**src/hdl/fprt_pkg.sv**
```systemverilog
// Package with the types, codes and reset values of the framed packet relay toggler.
package fprt_pkg;

    // Register map indexes (byte address is four times the index).
    localparam logic [2:0] REG_FIRST_START  = 3'd0;
    localparam logic [2:0] REG_SECOND_START = 3'd1;
    localparam logic [2:0] REG_TRAILER      = 3'd2;
    localparam logic [2:0] REG_MAX_PAYLOAD  = 3'd3;
    localparam logic [2:0] REG_LEFT_TYPE    = 3'd4;
    localparam logic [2:0] REG_RIGHT_TYPE   = 3'd5;

    // Register reset values.
    localparam logic [7:0] RST_FIRST_START  = 8'h55;
    localparam logic [7:0] RST_SECOND_START = 8'hAA;
    localparam logic [7:0] RST_TRAILER      = 8'h45;
    localparam logic [7:0] RST_MAX_PAYLOAD  = 8'd23;
    localparam logic [7:0] RST_LEFT_TYPE    = 8'd2;
    localparam logic [7:0] RST_RIGHT_TYPE   = 8'd3;

    // Bit zero of the second start byte is ignored in the header check.
    localparam logic [7:0] SECOND_START_MASK = 8'hFE;

    // Parser phases, one-hot.
    typedef enum logic [5:0] {
        PH_IDLE    = 6'b000001,
        PH_START2  = 6'b000010,
        PH_TYPE    = 6'b000100,
        PH_LENGTH  = 6'b001000,
        PH_PAYLOAD = 6'b010000,
        PH_TRAILER = 6'b100000
    } t_phase;

    // Configuration registers as seen by the parser.
    typedef struct packed {
        logic [7:0] first_start;
        logic [7:0] second_start;
        logic [7:0] trailer;
        logic [7:0] max_payload;
        logic [7:0] left_type;
        logic [7:0] right_type;
    } t_cfg;

    // Result of one received byte.
    typedef struct packed {
        logic relay_one;
        logic relay_two;
        logic accepted;
        logic dropped;
    } t_result;

endpackage

```
**src/hdl/fprt_parser.sv**
```systemverilog
// Frame parser: phase register, held header fields, payload counter and relay state.
module fprt_parser (
    input  logic             i_clk,
    input  logic             i_rst_n,
    input  logic             i_step,
    input  logic [7:0]       i_byte,
    input  fprt_pkg::t_cfg   i_cfg,
    output fprt_pkg::t_result o_result
);

    fprt_pkg::t_phase r_phase, n_phase;
    logic [7:0] r_held_first, n_held_first;
    logic [7:0] r_held_second, n_held_second;
    logic [7:0] r_held_type, n_held_type;
    logic [7:0] r_held_length, n_held_length;
    logic [7:0] r_count, n_count;
    logic       r_relay_one, n_relay_one;
    logic       r_relay_two, n_relay_two;
    logic       accepted;
    logic       dropped;

    // Next state and result for the byte in the input register.
    always_comb begin
        n_phase       = r_phase;
        n_held_first  = r_held_first;
        n_held_second = r_held_second;
        n_held_type   = r_held_type;
        n_held_length = r_held_length;
        n_count       = r_count;
        n_relay_one   = r_relay_one;
        n_relay_two   = r_relay_two;
        accepted      = 1'b0;
        dropped       = 1'b0;
        unique case (r_phase)
            fprt_pkg::PH_IDLE: begin
                if (i_byte == i_cfg.first_start) begin
                    n_held_first = i_byte;
                    n_phase      = fprt_pkg::PH_START2;
                end
            end
            fprt_pkg::PH_START2: begin
                n_held_second = i_byte;
                n_phase       = fprt_pkg::PH_TYPE;
            end
            fprt_pkg::PH_TYPE: begin
                n_held_type = i_byte;
                n_phase     = fprt_pkg::PH_LENGTH;
            end
            fprt_pkg::PH_LENGTH: begin
                n_held_length = i_byte;
                if (r_held_first != i_cfg.first_start ||
                    (r_held_second & fprt_pkg::SECOND_START_MASK) != i_cfg.second_start ||
                    i_byte > i_cfg.max_payload) begin
                    dropped = 1'b1;
                    n_phase = fprt_pkg::PH_IDLE;
                end else if (i_byte == 8'd0) begin
                    n_phase = fprt_pkg::PH_TRAILER;
                end else begin
                    n_count = 8'd0;
                    n_phase = fprt_pkg::PH_PAYLOAD;
                end
            end
            fprt_pkg::PH_PAYLOAD: begin
                n_count = r_count + 8'd1;
                if (n_count == r_held_length) begin
                    n_phase = fprt_pkg::PH_TRAILER;
                end
            end
            fprt_pkg::PH_TRAILER: begin
                if (i_byte == i_cfg.trailer) begin
                    accepted = 1'b1;
                    // The left code wins when both codes are equal.
                    if (r_held_type == i_cfg.left_type) begin
                        n_relay_one = ~r_relay_one;
                    end else if (r_held_type == i_cfg.right_type) begin
                        n_relay_two = ~r_relay_two;
                    end
                end else begin
                    dropped = 1'b1;
                end
                n_phase = fprt_pkg::PH_IDLE;
            end
            default: begin
                n_phase = fprt_pkg::PH_IDLE;
            end
        endcase
    end

    assign o_result = '{relay_one: n_relay_one, relay_two: n_relay_two,
                        accepted: accepted, dropped: dropped};

    // Parser state advances once per byte that leaves the input register.
    always_ff @(posedge i_clk) begin
        if (!i_rst_n) begin
            r_phase       <= fprt_pkg::PH_IDLE;
            r_held_first  <= 8'd0;
            r_held_second <= 8'd0;
            r_held_type   <= 8'd0;
            r_held_length <= 8'd0;
            r_count       <= 8'd0;
            r_relay_one   <= 1'b0;
            r_relay_two   <= 1'b0;
        end else if (i_step) begin
            r_phase       <= n_phase;
            r_held_first  <= n_held_first;
            r_held_second <= n_held_second;
            r_held_type   <= n_held_type;
            r_held_length <= n_held_length;
            r_count       <= n_count;
            r_relay_one   <= n_relay_one;
            r_relay_two   <= n_relay_two;
        end
    end

endmodule

```
**src/hdl/framed_packet_relay_toggler.sv**
```systemverilog
// Top level of the framed packet relay toggler: register file, input and result registers.
//
//   Channel   Direction  Handshake         Payload
//   input     in         i_valid/o_stall   i_rx_byte
//   result    out        o_valid/i_stall   o_relay_one_level, o_relay_two_level,
//                                          o_frame_accepted, o_frame_dropped
//   config    in         APB write/read    paddr, pwdata, prdata
//
// Every byte gives exactly one result word. One byte per cycle is sustained while the
// result side does not stall: input register, parser logic, result register.
// Synchronous active-low reset returns the parser to idle, turns both relays off
// and loads the register reset values.
// A stall on the result side holds the result register; the input register keeps
// taking words until both registers are full.
module framed_packet_relay_toggler (
    input  logic        i_clk,
    input  logic        i_rst_n,
    // Byte input channel.
    input  logic        i_valid,
    output logic        o_stall,
    input  logic [7:0]  i_rx_byte,
    // Result channel.
    output logic        o_valid,
    input  logic        i_stall,
    output logic        o_relay_one_level,
    output logic        o_relay_two_level,
    output logic        o_frame_accepted,
    output logic        o_frame_dropped,
    // Configuration port.
    input  logic        psel,
    input  logic        penable,
    input  logic        pwrite,
    input  logic [4:0]  paddr,
    input  logic [31:0] pwdata,
    output logic [31:0] prdata,
    output logic        pready
);

    fprt_pkg::t_cfg    r_cfg;
    fprt_pkg::t_result step_result;
    logic [2:0]        reg_index;
    logic              cfg_write;
    logic              r_in_valid;
    logic [7:0]        r_in_byte;
    logic              r_out_valid;
    fprt_pkg::t_result r_out;
    logic              out_free;
    logic              in_free;
    logic              step;

    // Configuration register file.
    assign pready    = 1'b1;
    assign reg_index = paddr[4:2];
    assign cfg_write = psel && penable && pwrite;

    always_ff @(posedge i_clk) begin
        if (!i_rst_n) begin
            r_cfg.first_start  <= fprt_pkg::RST_FIRST_START;
            r_cfg.second_start <= fprt_pkg::RST_SECOND_START;
            r_cfg.trailer      <= fprt_pkg::RST_TRAILER;
            r_cfg.max_payload  <= fprt_pkg::RST_MAX_PAYLOAD;
            r_cfg.left_type    <= fprt_pkg::RST_LEFT_TYPE;
            r_cfg.right_type   <= fprt_pkg::RST_RIGHT_TYPE;
        end else if (cfg_write) begin
            unique case (reg_index)
                fprt_pkg::REG_FIRST_START:  r_cfg.first_start  <= pwdata[7:0];
                fprt_pkg::REG_SECOND_START: r_cfg.second_start <= pwdata[7:0];
                fprt_pkg::REG_TRAILER:      r_cfg.trailer      <= pwdata[7:0];
                fprt_pkg::REG_MAX_PAYLOAD:  r_cfg.max_payload  <= pwdata[7:0];
                fprt_pkg::REG_LEFT_TYPE:    r_cfg.left_type    <= pwdata[7:0];
                fprt_pkg::REG_RIGHT_TYPE:   r_cfg.right_type   <= pwdata[7:0];
                default: begin
                end
            endcase
        end
    end

    // Register read back.
    always_comb begin
        unique case (reg_index)
            fprt_pkg::REG_FIRST_START:  prdata = {24'd0, r_cfg.first_start};
            fprt_pkg::REG_SECOND_START: prdata = {24'd0, r_cfg.second_start};
            fprt_pkg::REG_TRAILER:      prdata = {24'd0, r_cfg.trailer};
            fprt_pkg::REG_MAX_PAYLOAD:  prdata = {24'd0, r_cfg.max_payload};
            fprt_pkg::REG_LEFT_TYPE:    prdata = {24'd0, r_cfg.left_type};
            fprt_pkg::REG_RIGHT_TYPE:   prdata = {24'd0, r_cfg.right_type};
            default:                    prdata = 32'd0;
        endcase
    end

    // Flow control: each register takes a word when it is empty or is being emptied.
    assign out_free = !r_out_valid || !i_stall;
    assign step     = r_in_valid && out_free;
    assign in_free  = !r_in_valid || out_free;
    assign o_stall  = !in_free;

    // Input register.
    always_ff @(posedge i_clk) begin
        if (!i_rst_n) begin
            r_in_valid <= 1'b0;
        end else if (in_free) begin
            r_in_valid <= i_valid;
        end
    end

    always_ff @(posedge i_clk) begin
        if (in_free && i_valid) begin
            r_in_byte <= i_rx_byte;
        end
    end

    fprt_parser u_parser (
        .i_clk    (i_clk),
        .i_rst_n  (i_rst_n),
        .i_step   (step),
        .i_byte   (r_in_byte),
        .i_cfg    (r_cfg),
        .o_result (step_result)
    );

    // Result register; the relay levels start off so they match the parser state.
    always_ff @(posedge i_clk) begin
        if (!i_rst_n) begin
            r_out_valid <= 1'b0;
            r_out       <= '0;
        end else begin
            if (out_free) begin
                r_out_valid <= step;
            end
            if (step) begin
                r_out <= step_result;
            end
        end
    end

    assign o_valid           = r_out_valid;
    assign o_relay_one_level = r_out.relay_one;
    assign o_relay_two_level = r_out.relay_two;
    assign o_frame_accepted  = r_out.accepted;
    assign o_frame_dropped   = r_out.dropped;

endmodule

```
**config.mk**
```make
export PLATFORM = sky130hd
export DESIGN_NAME = framed_packet_relay_toggler
export DESIGN_NICKNAME = d
export VERILOG_FILES = /design/src/hdl/fprt_pkg.sv /design/src/hdl/fprt_parser.sv /design/src/hdl/framed_packet_relay_toggler.sv
export SDC_FILE = /design/constraint.sdc
export NUM_CORES = 1
export LEC_CHECK = 0
export ABC_AREA = 1
export BUFFER_PORTS_ARGS = -buffer_cell sky130_fd_sc_hd__buf_4
export CAP_MARGIN = 15
export CORE_ASPECT_RATIO = 0.8
export CORE_UTILIZATION = 29
export CTS_CLUSTER_SIZE = 8
export DETAILED_ROUTE_END_ITERATION = 6
export PLACE_DENSITY = 0.48
export SYNTH_ARGS = -nofsm -noshare
export SYNTH_HDL_FRONTEND = slang
export SYNTH_SLANG_ARGS = --single-unit
```
**constraint.sdc**
```tcl
create_clock -name i_clk -period 2.6 [get_ports i_clk]
set_clock_uncertainty 0.15 [all_clocks]
set_input_delay 0.78 -clock i_clk [delete_from_list [all_inputs] [get_ports i_clk]]
set_output_delay 0.78 -clock i_clk [all_outputs]
set_load 0.01 [all_outputs]
```
# Yosys cells after proc, flatten, opt, wreduce, memory -nomap -nowiden
# Cells that the tools add are included.
op_classes:
  bitwise_logic: 3
  reduce_logical: 29
  magnitude_cmp: 1
  n_addsub: 1
  eq_ne: 22
  muxes: 14
op_table:
  columns: ["operator", "count"]
  rows:
  - ["$pmux 8 s6", 1]
  - ["$eq 8x8->1", 5]
  - ["$pmux 6 s5", 1]
  - ["$mux 6", 4]
  - ["$reduce_and 2->1", 9]
  - ["$mux 8", 2]
  - ["$ne 8x8->1", 2]
  - ["$pmux 8 s2", 1]
  - ["$add 8x1->8 const B", 1]
  - ["$gt 8x8->1", 1]
  - ["$logic_not 8->1", 1]
  - ["$reduce_and 4->1", 2]
  - ["$eq 3x2->1 const B", 2]
  - ["$eq 3x3->1 const B", 2]
  - ["$eq 6x1->1 const B", 1]
  - ["$eq 6x2->1 const B", 1]
  - ["$eq 6x3->1 const B", 1]
  - ["$eq 6x4->1 const B", 1]
  - ["$eq 6x5->1 const B", 1]
  - ["$eq 6x6->1 const B", 1]
  - ["$reduce_and 3->1", 2]
  - ["$reduce_and 5->1", 1]
  - ["$logic_and 1x1->1", 4]
  - ["$logic_not 1->1", 4]
  - ["other kinds (9)", 19]
word_totals:
  word_cells: 89
  out_inout_bits: 39
  register_bits: 108
  inputBits: 52

# Depth between registers and ports, before layout
logic_depth:
  depth_word: 5
  ltp_mapped: 15
  mapped_depth_nobuf: 15

# By module
# A second synthesis with hierarchy kept.
unflattened:
  cells_unflattened: 881
  area_unflattened_um2: 6192.2
by_module_without_submodules:
  columns: ["mod", "area_each_um2", "seq_area_each_um2", "cells_each", "instances"]
  rows:
  - ["fprt_parser", 3138.0, 940.9, 446, 1]
  - ["framed_packet_relay_toggler", 3054.2, 1321.3, 435, 1]

# Least setup slack after synthesis
# Ideal clock, no wire load.
synth_timing:
  path_type: "input-to-output"
  startpoint: "input paddr[2]"
  endpoint: "output prdata[2]"
  required_time_ns: 1.670
  slack_ns: 0.074
  t_arrival_ns: 1.596
  cell_stages: 6
  path_buffers: 0
  path_cell_list: "inv_1 > nor3_2 > inv_2 > o22ai_1 > a221oi_1 > o221ai_1"
synth_via:
  elab_chain_len: 2
synth_lines:
  columns: ["item", "line", "text"]
  rows:
  - ["from (decl)", "framed_packet_relay_toggler.sv:33", "input logic [4:0] paddr,"]
  - ["$eq 3x3->1 (tied with other cells)", "framed_packet_relay_toggler.sv:80", "unique case (reg_index)"]
  - ["$pmux 8 s6 (*)", "framed_packet_relay_toggler.sv:80", null]
  - ["to (decl)", "framed_packet_relay_toggler.sv:35", "output logic [31:0] prdata,"]
# Every way passes the cells marked *; elsewhere a longest branch is shown, timed or not.

# Worst setup path after layout
layout_timing:
  startpoint: "input paddr[2]"
  endpoint: "output prdata[4]"
# The elaborated chain is that of the path after synthesis.

==> results.md <==
| Metric | Value |
|---|---|
| Congestion Overflow GR | 0 |
| Via count of the first global-routing pass | 4,599 |
| TritonCTS clock tree | built |
| Number of antenna violations at the first check in global routing | 0 |
| Slew at the pin closest to its max-slew limit | 490 ps |
| Fraction of final layout cells sized beyond drive strength 1 | 21.6% |
| Port Buf Inserts | 39 |
| R2R cell count | 10 |
| Max FO, Critical Path | 4 |
| Final period utilization | 105% |
| Fin. max-slew vios | 0 |
| Vias/cell | 4.65 |
| # DRC | 0 |
| Largest net degree at the start of global routing | 42 |
| Starting Density | 29.7% |
| Vert. Die Dim | 127 um |
| Fin nets | 867 |
| Placed Instances | 1,053 |
| Final HPWL from detailed placement | 12,200 um |
| Capturing point of the worst reg2reg path | u_parser.r_count[7] |
| Overall die width | 158 um |
| Synth unique cells | 44 |
| Count of H-tree levels built during CTS | 3 |
| Violations in the final reports | setup timing |
| Power per cell area | 519 nW/um2 |
| Total wire length | 16,100 um |
| Number of standard cells after synthesis | 743 |
| Final estimated routing congestion in global placement | 0.836 |
| Syn-to-layout area delta | 20.4% |
| Total number of clock tree sinks | 107 |
| Flip-flop and latch count after synthesis | 107 |
| Reg2reg start | r_in_byte[7] |
| Maximum operating frequency | 0.366 GHz |
| Total of endpoints with negative setup slack in the final report | 8 |
| Hold buffer count at CTS | 0 |
| Number of enable flip-flop cells after synthesis | 8 |
| Unrepaired setup endpoints after global routing | true |
| # IOs | 91 |
| Class of the worst hold path | flip-flop to flip-flop |
| Area of the multi-input gates | 3050 um2 |
| Maximum buffer depth of the clock tree | 2 |
| Sequential cell area in the final layout | 2220 um2 |
| Startpoint-to-endpoint class of the critical path | input pin to primary output |
| Arr. time, crit path | 1800 ps |
| Cell area after technology mapping | 5650 um2 |
| Total inserted antenna cells | 0 |
| Cell at the root of the clock tree | clkbuf_16 |
| Detailed Routing Iterations Pass 1 | 6 |
| Setup WS post-layout | -130 ps |
| Count of warnings emitted by yosys | 0 |
| Critical Path End Type | primary output |
| Sequential share of the synthesized area | 39.3% |
| Post-route minimum period | 2730 ps |
| Core Util, Final | 35.8% |
| Filler Cells Inserted | 2,066 |
| Avg Synthesized Cell Area | 7.61 um2 |
| Initial detailed-routing violation count | 381 |
| Post-Place Setup Slack | -282 ps |
| Total power | 3.53 mW |
| Capture point of the critical path | prdata[4] |
| Most instantiated flip-flop cell in the synthesis netlist | dfxtp_1 |
| Critical Path Source Type | input pin |
| Status | finished with violations |
| Required time at the worst-slack endpoint | 1670 ps |
| Post-route ant nets | 0 |
| Standard-cell row count | 45 |
| Final Hold Vio Count | 0 |
| Max Cap Viol | 0 |
| Register clock-pin slew on the reported worst setup and hold paths | 80 ps |
| Wire length of the first global-routing pass | 25,800 um |
| Core Footprint | 19,000 um2 |
| Setup crit start | paddr[2] |
| Reg-to-reg setup timing slack | 360 ps |
| TritonCTS buffer count | 9 |
| Via total after detailed routing | 4,966 |
| Avg WL per Cell | 15.0 um |
| Die area | 20,100 um2 |
| Static Leakage | 2.77 nW |
| Peak VDD IR | 338 uV |
| Clock latency of the later-clocked register in the worst-skew pair | 350 ps |
| Asr flop ratio synth | 0% |
| Most frequent standard cell in the layout excluding fill and tap cells | nand2_1 |
| Most frequent cells in the layout | nand2_1, dfxtp_1, a21oi_1, buf_4 |
| Number of standard cells in the final layout excluding fillers | 1,069 |
| Global Route Usage Sum | 17.1% |
| Worst max-slew margin expressed relative to the limit | 67.1% |
flip-flops by register name (all words and copies together), names as in the netlist:
signal                  flops
o_frame_dropped             1
r_in_valid                  1
u_parser.r_held_second      7
u_parser.r_held_length      8
u_parser.r_count            8
r_cfg                      48
u_parser.r_relay_one        1
r_in_byte                   8
u_parser.r_held_type        8
o_frame_accepted            1
u_parser.r_relay_two        1
u_parser.r_held_first       8
u_parser.r_phase            6
o_valid                     1
critical path: stages:
cell and delay [ps]:
buf_12 100, inv_8 30, buf_6 100, nor3_4 230, buf_6 170, a22oi_2 90
o211ai_1 130, buf_4 150
metrics by stage:
stage,cell area (um2),hold slack (ps),TNS [ps]
after floorplan,5740,300,0
after global placement,6330,299,-1980
after detailed placement,6330,303,-1990
after CTS,6720,317,-1120
after global routing,6800,354,-1130
final,6800,321,-801
cell families after synthesis:
kind of cell / synth area share, %
flops: 39.3
other cells: 0.133
compound gates: 16.9
xor+xnor: 5.89
buf+inv: 10.4
fa+ha+maj: 1.99
simple gates: 25.4
synthesized netlist by cell type, types with 10 or more instances:
cell type,instances,area (um2)
inv_1,61,229
xnor2_1,31,272
o211ai_1,10,75.1
nand2_1,120,450
nand3_1,47,235
inv_2,24,90.1
buf_4,28,210
dfxtp_1,99,1980
nand4_1,20,125
a21oi_1,67,335
nor2_1,61,229
o21ai_1,11,55.1
o21ai_0,55,275
cell type report:
class | count | share of cell area (%)
Multi-Input combinational cell | 533 | 44.8
Sequential cell | 107 | 32.7
Timing Repair Buffer | 70 | 8.64
Inverter | 85 | 4.93
Tap cell | 258 | 4.74
Clock buffer | 10 | 3.68
Clock inverter | 6 | 0.570
how the worst min path moves through the flow:
stage | from | end | slack (ps) | cells past startpoint
6_report | u_parser.r_relay_one | u_parser.r_relay_one | 320 | 1
5_1_grt | u_parser.r_relay_one | u_parser.r_relay_one | 350 | 1
3_5_place_dp | u_parser.r_relay_one | u_parser.r_relay_one | 300 | 1
3_3_place_gp | u_parser.r_relay_one | u_parser.r_relay_one | 300 | 1
4_1_cts | u_parser.r_relay_one | u_parser.r_relay_one | 320 | 1
2_1_floorplan | r_cfg[21] | r_cfg[21] | 300 | 2
what timing repair did:
item,in CTS,in global routing
resized for setup,22,20
setup endpoints to repair,8,8
setup buffers,1,0
pin swaps,8,5
report_power, final:
| group | internal (mW) | switching (mW) |
|---|---|---|
| logic | 0.171 | 0.282 |
| registers | 1.69 | 0.0377 |
| clock network | 0.705 | 0.639 |
| total | 2.57 | 0.958 |
layer usage:
layer  vias up  share of wire (%)  wire length [um]  global-route usage (%)
li1       2562                  -                 -                       -
met1      2291                 53              8500                    26.3
met2       109                 42              6660                    24.1
met3         4                5.1               820                    3.11
met4         0               0.45                72                    4.07
met5         -                  0                 0                       0
Power figures use the tool's default switching activity.
